--- src/rtl/core/dmss_pkg.sv ---
// shared types and constants of the distance map similarity score block
package dmss_pkg;

  localparam int MAX_DIM_DEF   = 1024;
  localparam int FRAC_BITS_DEF = 4;

  localparam int DIST_W = 16;
  localparam int DIM_CFG_W = 11;
  localparam int WGT_W = 16;
  localparam int CFG_DATA_W = 16;
  localparam int CFG_IDX_W = 2;
  localparam int SUM_W = 36;
  localparam int HALF_W = 18;
  localparam int MUL_W = 33;
  localparam int SCORE_W = 16;

  localparam logic [DIM_CFG_W-1:0] ROWS_RST  = 11'd256;
  localparam logic [DIM_CFG_W-1:0] COLS_RST  = 11'd256;
  localparam logic [WGT_W-1:0]     ALPHA_RST = 16'd10000;
  localparam logic [WGT_W-1:0]     BETA_RST  = 16'd5000;

  localparam int CNT_W = 6;
  localparam int K_W = 4;
  localparam logic [CNT_W-1:0] DIV_LAST  = 6'd31;
  localparam logic [CNT_W-1:0] SQ_LAST   = 6'd3;
  localparam logic [K_W-1:0]   K_LAST    = 4'd14;

  typedef enum logic [CFG_IDX_W-1:0] {
    CFG_ROWS  = 2'd0,
    CFG_COLS  = 2'd1,
    CFG_ALPHA = 2'd2,
    CFG_BETA  = 2'd3
  } cfg_idx_e;

  typedef enum logic [4:0] {
    OP_NONE, OP_ACC, OP_MA_LO, OP_MA_HI, OP_MB_LO, OP_MB_HI, OP_MRC, OP_MDEN,
    OP_DEN, OP_CMP, OP_DIV, OP_EXP_INIT, OP_T_MUL, OP_T_LOAD, OP_T_DIV,
    OP_T_ACC, OP_E_SET, OP_SQ_MUL, OP_SQ_TAKE, OP_OUT
  } dp_op_e;

  typedef enum logic [4:0] {
    ST_IDLE, ST_MA_LO, ST_MA_HI, ST_MB_LO, ST_MB_HI, ST_MRC, ST_MDEN, ST_DEN,
    ST_CMP, ST_DIV, ST_EXP_INIT, ST_T_MUL, ST_T_LOAD, ST_T_DIV, ST_T_ACC,
    ST_E_SET, ST_SQ_MUL, ST_SQ_TAKE, ST_OUT
  } ctrl_state_e;

  typedef struct packed {
    dp_op_e         op;
    logic [K_W-1:0] k;
  } dmss_cmd_t;

  typedef struct packed {
    logic over;
  } dmss_sts_t;

endpackage

--- src/rtl/core/dmss_datapath.sv ---
// datapath: config registers, pixel sums, shared multiplier, divider and exp evaluation
module dmss_datapath import dmss_pkg::*; #(
  parameter int MAX_DIM   = MAX_DIM_DEF,
  parameter int FRAC_BITS = FRAC_BITS_DEF
) (
  input  logic                  clk_i,
  input  logic                  rst_ni,
  input  logic                  cfg_we_i,
  input  logic [CFG_IDX_W-1:0]  cfg_idx_i,
  input  logic [CFG_DATA_W-1:0] cfg_data_i,
  input  logic [2*DIST_W-1:0]   pix_data_i,
  input  dmss_cmd_t             cmd_i,
  output dmss_sts_t             sts_o,
  output logic [SCORE_W-1:0]    score_o
);

  localparam int DIM_W  = $clog2(MAX_DIM + 1);
  localparam int DEN_W  = 3 * DIM_W + 1 + FRAC_BITS;
  localparam int NUM_W  = WGT_W + SUM_W + 1;
  localparam int CMP_W  = (NUM_W + 1 > DEN_W + 4) ? NUM_W + 1 : DEN_W + 4;
  localparam int R_W    = DEN_W + 5;

  logic [DIM_CFG_W-1:0] rows_q, cols_q;
  logic [WGT_W-1:0]     alpha_q, beta_q;
  logic [SUM_W-1:0]     s1_q, s1_d, s2_q, s2_d;
  logic [NUM_W-1:0]     num_q;
  logic [DEN_W-1:0]     den_q;
  logic [R_W-1:0]       r_q, rs, dd;
  logic [31:0]          y_q;
  logic                 over_q;
  logic [MUL_W-1:0]     term_q;
  logic [SUM_W-1:0]     pos_q, neg_q, e_q;
  logic [2*MUL_W-1:0]   prod_q, prod_d;
  logic [MUL_W-1:0]     mul_a, mul_b;
  logic [SCORE_W-1:0]   score_q;
  logic [DIM_W-1:0]     rows_c, cols_c;
  logic [CMP_W-1:0]     num2, den12;
  logic                 over_now;
  logic [DIST_W-1:0]    cand, targ;
  logic [SUM_W:0]       a1, a2;
  logic [MUL_W-1:0]     rcp;
  logic [2:0]           rsh;
  logic [2*MUL_W-33:0]  quot;
  logic [31:0]          e_c;
  logic [SUM_W:0]       rnd;

  assign cand = pix_data_i[DIST_W-1:0];
  assign targ = pix_data_i[2*DIST_W-1:DIST_W];
  assign a1 = (SUM_W+1)'(s1_q) + (SUM_W+1)'(cand);
  assign a2 = (SUM_W+1)'(s2_q) + (SUM_W+1)'(targ);

  always_comb begin
    s1_d = s1_q;
    s2_d = s2_q;
    if (targ == '0) s1_d = a1[SUM_W] ? '1 : a1[SUM_W-1:0];
    if (cand == '0) s2_d = a2[SUM_W] ? '1 : a2[SUM_W-1:0];
  end

  // zero size reads as one, oversize reads as the largest size
  always_comb begin
    if (rows_q == '0) rows_c = DIM_W'(1);
    else if (32'(rows_q) > 32'(MAX_DIM)) rows_c = DIM_W'(MAX_DIM);
    else rows_c = DIM_W'(rows_q);
    if (cols_q == '0) cols_c = DIM_W'(1);
    else if (32'(cols_q) > 32'(MAX_DIM)) cols_c = DIM_W'(MAX_DIM);
    else cols_c = DIM_W'(cols_q);
  end

  assign e_c = (e_q > SUM_W'(32'hFFFF_FFFF)) ? 32'hFFFF_FFFF : e_q[31:0];

  // ceil(2^(32+s)/k) with s = ceil(log2 k): exact floor of a 32-bit term over k
  always_comb begin
    case (cmd_i.k)
      4'd1:    begin rcp = 33'd4294967296; rsh = 3'd0; end
      4'd2:    begin rcp = 33'd4294967296; rsh = 3'd1; end
      4'd3:    begin rcp = 33'd5726623062; rsh = 3'd2; end
      4'd4:    begin rcp = 33'd4294967296; rsh = 3'd2; end
      4'd5:    begin rcp = 33'd6871947674; rsh = 3'd3; end
      4'd6:    begin rcp = 33'd5726623062; rsh = 3'd3; end
      4'd7:    begin rcp = 33'd4908534053; rsh = 3'd3; end
      4'd8:    begin rcp = 33'd4294967296; rsh = 3'd3; end
      4'd9:    begin rcp = 33'd7635497416; rsh = 3'd4; end
      4'd10:   begin rcp = 33'd6871947674; rsh = 3'd4; end
      4'd11:   begin rcp = 33'd6247225158; rsh = 3'd4; end
      4'd12:   begin rcp = 33'd5726623062; rsh = 3'd4; end
      4'd13:   begin rcp = 33'd5286113596; rsh = 3'd4; end
      4'd14:   begin rcp = 33'd4908534053; rsh = 3'd4; end
      default: begin rcp = '0; rsh = '0; end
    endcase
  end

  always_comb begin
    case (cmd_i.op)
      OP_MA_LO: begin mul_a = MUL_W'(alpha_q); mul_b = MUL_W'(s1_q[HALF_W-1:0]); end
      OP_MA_HI: begin mul_a = MUL_W'(alpha_q); mul_b = MUL_W'(s1_q[SUM_W-1:HALF_W]); end
      OP_MB_LO: begin mul_a = MUL_W'(beta_q); mul_b = MUL_W'(s2_q[HALF_W-1:0]); end
      OP_MB_HI: begin mul_a = MUL_W'(beta_q); mul_b = MUL_W'(s2_q[SUM_W-1:HALF_W]); end
      OP_MRC:   begin mul_a = MUL_W'(rows_c); mul_b = MUL_W'(cols_c); end
      OP_MDEN: begin
        mul_a = MUL_W'(prod_q[2*DIM_W-1:0]);
        mul_b = MUL_W'(rows_c) + MUL_W'(cols_c);
      end
      OP_T_MUL:  begin mul_a = term_q; mul_b = MUL_W'(y_q); end
      OP_T_DIV:  begin mul_a = term_q; mul_b = rcp; end
      OP_SQ_MUL: begin mul_a = MUL_W'(e_c); mul_b = MUL_W'(e_c); end
      default:   begin mul_a = '0; mul_b = '0; end
    endcase
  end

  assign prod_d = (2*MUL_W)'(mul_a) * (2*MUL_W)'(mul_b);

  assign num2  = CMP_W'({num_q, 1'b0});
  assign den12 = (CMP_W'(den_q) << 3) + (CMP_W'(den_q) << 2);
  assign over_now = num2 >= den12;
  assign sts_o.over = over_now;

  assign rs = {r_q[R_W-2:0], 1'b0};
  assign dd = R_W'(den_q) << 4;

  assign quot = prod_q[2*MUL_W-1:32] >> rsh;

  assign rnd = (SUM_W+1)'(e_q) + (SUM_W+1)'(32'h8000);

  always_ff @(posedge clk_i or negedge rst_ni) begin
    if (!rst_ni) begin
      rows_q  <= ROWS_RST;
      cols_q  <= COLS_RST;
      alpha_q <= ALPHA_RST;
      beta_q  <= BETA_RST;
      s1_q    <= '0;
      s2_q    <= '0;
    end else begin
      if (cfg_we_i) begin
        case (cfg_idx_i)
          CFG_ROWS:  rows_q  <= cfg_data_i[DIM_CFG_W-1:0];
          CFG_COLS:  cols_q  <= cfg_data_i[DIM_CFG_W-1:0];
          CFG_ALPHA: alpha_q <= cfg_data_i[WGT_W-1:0];
          CFG_BETA:  beta_q  <= cfg_data_i[WGT_W-1:0];
          default: ;
        endcase
      end
      if (cmd_i.op == OP_ACC) begin
        s1_q <= s1_d;
        s2_q <= s2_d;
      end else if (cmd_i.op == OP_MRC) begin
        s1_q <= '0;
        s2_q <= '0;
      end
    end
  end

  always_ff @(posedge clk_i) begin
    case (cmd_i.op)
      OP_MA_LO: prod_q <= prod_d;
      OP_MA_HI: begin prod_q <= prod_d; num_q <= NUM_W'(prod_q); end
      OP_MB_LO: begin prod_q <= prod_d; num_q <= num_q + (NUM_W'(prod_q) << HALF_W); end
      OP_MB_HI: begin prod_q <= prod_d; num_q <= num_q + NUM_W'(prod_q); end
      OP_MRC:   begin prod_q <= prod_d; num_q <= num_q + (NUM_W'(prod_q) << HALF_W); end
      OP_MDEN:  prod_q <= prod_d;
      OP_DEN:   den_q <= DEN_W'(prod_q[3*DIM_W:0]) << FRAC_BITS;
      OP_CMP: begin
        over_q <= over_now;
        r_q    <= R_W'(num2);
        y_q    <= '0;
      end
      OP_DIV: begin
        if (rs >= dd) begin
          r_q <= rs - dd;
          y_q <= {y_q[30:0], 1'b1};
        end else begin
          r_q <= rs;
          y_q <= {y_q[30:0], 1'b0};
        end
      end
      OP_EXP_INIT: begin
        term_q <= MUL_W'(64'h1_0000_0000);
        pos_q  <= SUM_W'(64'h1_0000_0000);
        neg_q  <= '0;
      end
      OP_T_MUL:  prod_q <= prod_d;
      OP_T_LOAD: term_q <= prod_q[2*MUL_W-2:32];
      OP_T_DIV:  prod_q <= prod_d;
      OP_T_ACC: begin
        term_q <= MUL_W'(quot);
        if (cmd_i.k[0]) neg_q <= neg_q + SUM_W'(quot);
        else pos_q <= pos_q + SUM_W'(quot);
      end
      OP_E_SET:   e_q <= (pos_q > neg_q) ? pos_q - neg_q : '0;
      OP_SQ_MUL:  prod_q <= prod_d;
      OP_SQ_TAKE: e_q <= SUM_W'(prod_q[63:32]);
      OP_OUT: begin
        if (over_q) score_q <= '0;
        else if (rnd[SUM_W:16] > (SUM_W-15)'(16'hFFFF)) score_q <= '1;
        else score_q <= rnd[31:16];
      end
      default: ;
    endcase
  end

  assign score_o = score_q;

endmodule

--- src/rtl/core/dmss_ctrl.sv ---
// controller: pixel handshake, score sequencing and output valid
module dmss_ctrl import dmss_pkg::*; (
  input  logic      clk_i,
  input  logic      rst_ni,
  input  logic      s_axis_tvalid,
  output logic      s_axis_tready,
  input  logic      s_axis_tlast,
  output logic      m_axis_tvalid,
  input  logic      m_axis_tready,
  input  dmss_sts_t sts_i,
  output dmss_cmd_t cmd_o
);

  ctrl_state_e      state_q, state_d;
  logic [CNT_W-1:0] cnt_q, cnt_d;
  logic [K_W-1:0]   k_q, k_d;
  logic             vld_q, vld_d;
  logic             fire;
  logic             in_acc;

  assign s_axis_tready = state_q == ST_IDLE;
  assign in_acc = s_axis_tvalid && s_axis_tready;
  // result register is free when empty or being drained this cycle
  assign fire = (state_q == ST_OUT) && (!vld_q || m_axis_tready);

  always_comb begin
    state_d = state_q;
    cnt_d   = cnt_q;
    k_d     = k_q;
    case (state_q)
      ST_IDLE:  if (in_acc && s_axis_tlast) state_d = ST_MA_LO;
      ST_MA_LO: state_d = ST_MA_HI;
      ST_MA_HI: state_d = ST_MB_LO;
      ST_MB_LO: state_d = ST_MB_HI;
      ST_MB_HI: state_d = ST_MRC;
      ST_MRC:   state_d = ST_MDEN;
      ST_MDEN:  state_d = ST_DEN;
      ST_DEN:   state_d = ST_CMP;
      ST_CMP: begin
        cnt_d   = '0;
        state_d = sts_i.over ? ST_OUT : ST_DIV;
      end
      ST_DIV: begin
        cnt_d = cnt_q + 1'b1;
        if (cnt_q == DIV_LAST) state_d = ST_EXP_INIT;
      end
      ST_EXP_INIT: begin
        k_d     = K_W'(1);
        state_d = ST_T_MUL;
      end
      ST_T_MUL:  state_d = ST_T_LOAD;
      ST_T_LOAD: state_d = ST_T_DIV;
      ST_T_DIV:  state_d = ST_T_ACC;
      ST_T_ACC: begin
        k_d = k_q + 1'b1;
        state_d = (k_q == K_LAST) ? ST_E_SET : ST_T_MUL;
      end
      ST_E_SET: begin
        cnt_d   = '0;
        state_d = ST_SQ_MUL;
      end
      ST_SQ_MUL: state_d = ST_SQ_TAKE;
      ST_SQ_TAKE: begin
        cnt_d = cnt_q + 1'b1;
        state_d = (cnt_q == SQ_LAST) ? ST_OUT : ST_SQ_MUL;
      end
      ST_OUT:   if (fire) state_d = ST_IDLE;
      default:  state_d = ST_IDLE;
    endcase
  end

  always_comb begin
    cmd_o.k = k_q;
    case (state_q)
      ST_IDLE:     cmd_o.op = in_acc ? OP_ACC : OP_NONE;
      ST_MA_LO:    cmd_o.op = OP_MA_LO;
      ST_MA_HI:    cmd_o.op = OP_MA_HI;
      ST_MB_LO:    cmd_o.op = OP_MB_LO;
      ST_MB_HI:    cmd_o.op = OP_MB_HI;
      ST_MRC:      cmd_o.op = OP_MRC;
      ST_MDEN:     cmd_o.op = OP_MDEN;
      ST_DEN:      cmd_o.op = OP_DEN;
      ST_CMP:      cmd_o.op = OP_CMP;
      ST_DIV:      cmd_o.op = OP_DIV;
      ST_EXP_INIT: cmd_o.op = OP_EXP_INIT;
      ST_T_MUL:    cmd_o.op = OP_T_MUL;
      ST_T_LOAD:   cmd_o.op = OP_T_LOAD;
      ST_T_DIV:    cmd_o.op = OP_T_DIV;
      ST_T_ACC:    cmd_o.op = OP_T_ACC;
      ST_E_SET:    cmd_o.op = OP_E_SET;
      ST_SQ_MUL:   cmd_o.op = OP_SQ_MUL;
      ST_SQ_TAKE:  cmd_o.op = OP_SQ_TAKE;
      ST_OUT:      cmd_o.op = fire ? OP_OUT : OP_NONE;
      default:     cmd_o.op = OP_NONE;
    endcase
  end

  always_comb begin
    vld_d = vld_q;
    if (m_axis_tready) vld_d = 1'b0;
    if (fire) vld_d = 1'b1;
  end

  assign m_axis_tvalid = vld_q;

  always_ff @(posedge clk_i or negedge rst_ni) begin
    if (!rst_ni) begin
      state_q <= ST_IDLE;
      cnt_q   <= '0;
      k_q     <= '0;
      vld_q   <= 1'b0;
    end else begin
      state_q <= state_d;
      cnt_q   <= cnt_d;
      k_q     <= k_d;
      vld_q   <= vld_d;
    end
  end

  a_last_starts: assert property (@(posedge clk_i) disable iff (!rst_ni)
    (in_acc && s_axis_tlast) |=> state_q == ST_MA_LO)
    else $error("last pixel did not start scoring");

  a_k_range: assert property (@(posedge clk_i) disable iff (!rst_ni)
    (state_q == ST_T_ACC) |-> (k_q != '0 && k_q <= K_LAST))
    else $error("series term index out of range");

  a_div_cnt: assert property (@(posedge clk_i) disable iff (!rst_ni)
    (state_q == ST_DIV) |-> cnt_q <= DIV_LAST)
    else $error("divider step count overrun");

  a_fire_valid: assert property (@(posedge clk_i) disable iff (!rst_ni)
    fire |=> m_axis_tvalid)
    else $error("score load did not raise valid");

endmodule

--- src/rtl/core/distance_map_similarity_score.sv ---
// Distance map similarity score: pixel pairs are accepted one per cycle while idle and summed.
// After the pixel marked last the block stops taking pixels for the score pass: setup, the
// bit-serial normalizing divide, series setup, 14 series terms, where the divide of every term
// by its index is one multiply by a fixed reciprocal, forming the exponential, 4 squarings and
// loading the output register, or only setup and the output load when the distance is large
// enough that the score is zero. The output load waits while the previous score is still
// unread. Pixel input resumes once the score is loaded into the output register.
module distance_map_similarity_score import dmss_pkg::*; #(
  parameter int MAX_DIM   = MAX_DIM_DEF,
  parameter int FRAC_BITS = FRAC_BITS_DEF
) (
  input  logic                  clk_i,
  input  logic                  rst_ni,
  input  logic                  cfg_we_i,
  input  logic [CFG_IDX_W-1:0]  cfg_idx_i,
  input  logic [CFG_DATA_W-1:0] cfg_data_i,
  input  logic                  s_axis_tvalid,
  output logic                  s_axis_tready,
  input  logic [2*DIST_W-1:0]   s_axis_tdata,  // candidate_distance, target_distance
  input  logic                  s_axis_tlast,  // last_pixel
  output logic                  m_axis_tvalid,
  input  logic                  m_axis_tready,
  output logic [SCORE_W-1:0]    m_axis_tdata   // score
);

  dmss_cmd_t cmd;
  dmss_sts_t sts;

  dmss_ctrl u_ctrl (
    .clk_i         (clk_i),
    .rst_ni        (rst_ni),
    .s_axis_tvalid (s_axis_tvalid),
    .s_axis_tready (s_axis_tready),
    .s_axis_tlast  (s_axis_tlast),
    .m_axis_tvalid (m_axis_tvalid),
    .m_axis_tready (m_axis_tready),
    .sts_i         (sts),
    .cmd_o         (cmd)
  );

  dmss_datapath #(
    .MAX_DIM   (MAX_DIM),
    .FRAC_BITS (FRAC_BITS)
  ) u_datapath (
    .clk_i      (clk_i),
    .rst_ni     (rst_ni),
    .cfg_we_i   (cfg_we_i),
    .cfg_idx_i  (cfg_idx_i),
    .cfg_data_i (cfg_data_i),
    .pix_data_i (s_axis_tdata),
    .cmd_i      (cmd),
    .sts_o      (sts),
    .score_o    (m_axis_tdata)
  );

endmodule

--- config.mk ---
export PLATFORM = sky130hd
export DESIGN_NAME = distance_map_similarity_score
export DESIGN_NICKNAME = d
export VERILOG_FILES = /design/src/rtl/core/dmss_pkg.sv /design/src/rtl/core/dmss_datapath.sv /design/src/rtl/core/dmss_ctrl.sv /design/src/rtl/core/distance_map_similarity_score.sv
export SDC_FILE = /design/constraint.sdc
export NUM_CORES = 2
export LEC_CHECK = 0
export ABC_CLOCK_PERIOD_IN_PS = 11290
export BUFFER_PORTS_ARGS = -buffer_cell sky130_fd_sc_hd__buf_4
export CORE_ASPECT_RATIO = 0.8
export CORE_UTILIZATION = 45
export CTS_CLUSTER_DIAMETER = 120
export DETAILED_ROUTE_END_ITERATION = 7
export PLACE_DENSITY = 0.64
export SLEW_MARGIN = 15
export SYNTH_ARGS = -nofsm -noshare
export SYNTH_HDL_FRONTEND = slang
export SYNTH_SLANG_ARGS = --single-unit
--- constraint.sdc ---
create_clock -name clk_i -period 11.29 [get_ports clk_i]
set_input_delay 2.258 -clock clk_i [delete_from_list [all_inputs] [get_ports clk_i]]
set_output_delay 2.258 -clock clk_i [all_outputs]
set_load 0.01 [all_outputs]
==> results.toml <==
[setup_path]
critPathMaxStageDelay_ns = 0.55
r2r-start = "u_datapath.cols_q[4]"
slowest_stage = "fa_1"
cp-endpoint = "u_datapath.prod_q[36]"
rr_worst_depth = 45
path_class = "primary input to flip-flop"
critPathArrivalTime_ns = 11.28
r2r_end = "u_datapath.prod_q[64]"
path_max_fanout = 15
crit_start = "m_axis_tready"
critPathMostFrequentCell = "buf_4"
cp-start-kind = "primary input"
path_delay_family = "adder cells"
worstPathRequired_ns = 11.69
crit_path_end_kind = "flip-flop"
critPathBufInv = 17
crit_cells = 43
reg2reg_setup_slack_ns = 0.43

[floorplanning]
num_rows = 133
core_area_sq_um = 164000
design.die.area_sq_um = 167000
start_util = 0.453
die_y_um = 366
pin_count = 74
chipWidth_um = 456

[sta]
skew_ns = 0.0420
report.final.setup_viol = 0
fin_crit_ns = 10.87
setup_slack_ns = 0.416
max_freq_ghz = 0.0920
post-route-period-util = 0.963
tightestPinTransition_ns = 1.26
slew_viol_final = 0
hold_viol = 0
relSlewSlack = 0.159

[synth]
yosys.cell_types.count = 89
synth.net_count = 9984
seq_area_frac_synth = 0.203
synth.cell_area_sq_um = 74300
ys.flop_type = "edfxtp_1"
yosysWarningCount = 0
syn_inst = 8344
synth-edff-count = 384
async_reset_ff_frac = 0.270
syn-mean-instance-area_sq_um = 8.91
ys_seq_elements = 526

[placed_design]
dp_hpwl_mm = 221
place.gp.congestion = 1.03
place_ws_ns = -0.370
post_dp_cell_area_sq_um = 80700
io_buffers = 73

[run_status]
status = "finished, final reports clean"

[run]
cap_viol_max_count = 0

[route]
drt_wl_total_mm = 272
drt_iter0_markers = 7636
antenna_left = 0
drc = 0
wire_per_inst_um = 25.2
viasPerCell = 5.94
dr.pass1.iters = 7
vias = 64200

[clock_tree]
htree_levels = 2
holdBufCountCts = 0
insertion_delay_ns = 0.68
numClockSinks = 526
cts.clk_slew.worst_paths_ns = 0.06
ctsLongestPathBuffers = 3
cts_root_buf = "clkbuf_16"
cts_tree = "yes"
cts_made_buffers = 54

[grt]
grt_max_degree = 79
grt_pass1_vias = 62400
top_usage_layer = "met1"
grt_pass1_wl_mm = 407
grt_overflow = 0
grtUsageMet1 = 0.484
met2_usage = 0.444
grt_use_met3 = 0.0992
track_usage = 0.325
grt_antenna_before_repair = 11

[worst_hold_path]
hold_path_class = "flip-flop to flip-flop"
min_from = "u_datapath.alpha_q[5]"

[layout]
layout-drive-gt1-share = 0.0985
area_delta_synth_final_pct = 11.3
post-route-util = 0.504
nNetsFinal = 10200
diodes = 0
postLayoutCellArea_sq_um = 82800
fillerInstances = 15400

[power_and_ir_drop]
p_leak_nw = 39.1
power_density_nw_per_um2 = 190
irDropWorstVdd_mv = 0.185
p_total_mw = 15.8
-- synth_stat cells, types with 15 or more instances --
| master | number | area [sq um] |
|---|---|---|
| and3_1 | 97 | 607 |
| mux2_2 | 58 | 653 |
| nand4_1 | 73 | 457 |
| xnor2_1 | 187 | 1640 |
| nor3_1 | 72 | 360 |
| a311oi_1 | 15 | 131 |
| nand2b_1 | 64 | 400 |
| o211ai_1 | 27 | 203 |
| a211oi_1 | 64 | 480 |
| nand3_1 | 134 | 671 |
| a221oi_1 | 32 | 280 |
| nand2_1 | 1086 | 4080 |
| edfxtp_1 | 384 | 11500 |
| ha_1 | 616 | 7710 |
| o21a_1 | 62 | 465 |
| buf_1 | 23 | 86.3 |
| o21bai_1 | 69 | 518 |
| xor2_1 | 140 | 1230 |
| and4_1 | 21 | 184 |
| nor2b_1 | 73 | 457 |
| or2_2 | 16 | 100 |
| a21oi_1 | 444 | 2220 |
| and2_1 | 54 | 338 |
| nor2_1 | 751 | 2820 |
| o21ai_0 | 342 | 1710 |
| a21o_1 | 209 | 1570 |
| a31oi_1 | 56 | 350 |
| a22oi_1 | 44 | 330 |
| dfrtp_1 | 130 | 3250 |
| clkbuf_1 | 340 | 1280 |
| mux2i_1 | 97 | 971 |
| a221o_1 | 30 | 300 |
| or3_1 | 21 | 131 |
| a211o_1 | 19 | 166 |
| o31ai_1 | 22 | 165 |
| a22o_1 | 38 | 333 |
| inv_1 | 1230 | 4620 |
| fa_1 | 968 | 19400 |
| nor4_1 | 23 | 144 |
-- cell usage in the layout (no fill, tap or decap), types with 73 or more instances in the layout --
master / n
a21o_1: 209
a21oi_1: 435
and3_1: 97
buf_4: 542
dfrtp_1: 130
edfxtp_1: 384
fa_1: 968
ha_1: 614
inv_1: 1230
mux2i_1: 97
nand2_1: 1084
nand3_1: 131
nand4_1: 73
nor2_1: 740
o21ai_0: 334
xnor2_1: 186
xor2_1: 140
-- worst reg2reg max path: cells and delay by family, from the launching register on --
family	cells	cell delay, ns
AOI/OAI and AO/OA	13	2.15
xor gates and xnor gates	1	0.14
adders and majority gates	11	4.91
buffers and inverters	12	1.30
DFF	1	0.40
and+or+nand+nor	8	1.70
-- metal layers --
metal,vias to the layer above,routed length (um)
met5,-,76
met4,2,9960
met3,450,35900
met2,3560,107000
met1,32000,119000
li1,28200,-
-- flip-flops by register name (all words and copies together) (netlist names) --
signal	count
u_datapath.pos_q	36
u_datapath.alpha_q	16
u_datapath.rows_q	11
u_datapath.den_q	34
u_ctrl.cnt_q	6
u_ctrl.state_q	5
u_datapath.neg_q	36
u_datapath.beta_q	16
u_datapath.term_q	33
u_datapath.s2_q	36
u_datapath.r_q	41
u_datapath.s1_q	36
u_datapath.num_q	53
u_datapath.e_q	36
u_datapath.cols_q	11
u_datapath.prod_q	66
u_ctrl.m_axis_tvalid	1
u_ctrl.k_q	4
u_datapath.y_q	32
u_datapath.over_q	1
u_datapath.score_o	16
-- cells by family (layout without fill, tap and decap cells) --
kind of cell    Yosys count  after routing  share of synthesized area
simple gates           2517           2517                      0.148
mux                     157            157                     0.0223
xor+xnor                327            327                     0.0385
flops                   526            526                      0.203
compound gates         1624           1624                      0.142
buf+inv                1609           1917                     0.0817
fa+ha+maj              1584           1584                      0.364
-- how the worst min path moves through the flow --
stage,endpoint,cells after the start
floorplan,u_datapath.s1_q[28],1
global placement,u_datapath.alpha_q[14],1
detailed placement,u_datapath.alpha_q[5],1
CTS,u_datapath.alpha_q[5],1
global route,u_datapath.beta_q[2],1
finish,u_datapath.alpha_q[5],1
-- metrics by stage --
| stage | TNS, ns | cells | hold WS [ns] |
|---|---|---|---|
| after floorplan | -0.0217 | 8344 | 0.475 |
| after global placement | -1.37 | 10700 | 0.488 |
| after detailed placement | -2.28 | 10700 | 0.493 |
| after CTS | 0 | 10800 | 0.508 |
| after global routing | -0.0276 | 10800 | 0.516 |
| final | 0 | 10800 | 0.510 |
-- power by group --
| part | leakage [nW] | switching, mW | total (mW) | internal, mW |
|---|---|---|---|---|
| registers | 5.35 | 0.625 | 3.35 | 2.72 |
| logic | 32.8 | 6.60 | 10.4 | 3.83 |
| clock network | 0.906 | 0.876 | 1.97 | 1.10 |
| total | 39.1 | 8.10 | 15.8 | 7.65 |
-- area by class of cell --
cell class                      count  area, sq um  share of cell area
Clock buffer                       75         1540              0.0187
Sequential cell                   526        15100               0.182
Multi-Input combinational cell   6209        53600               0.648
Timing Repair Buffer              582         4840              0.0585
Tap cell                         2160         2700              0.0327
Clock inverter                     27          303             0.00366
Inverter                         1233         4630              0.0559
-- what timing repair did --
action	CTS	global route
cloned	0	1
setup endpoints to repair	9	31
pin swaps	3	12
gates resized for setup	5	34
buffers inserted	2	9
Power figures use the tool's default switching activity.
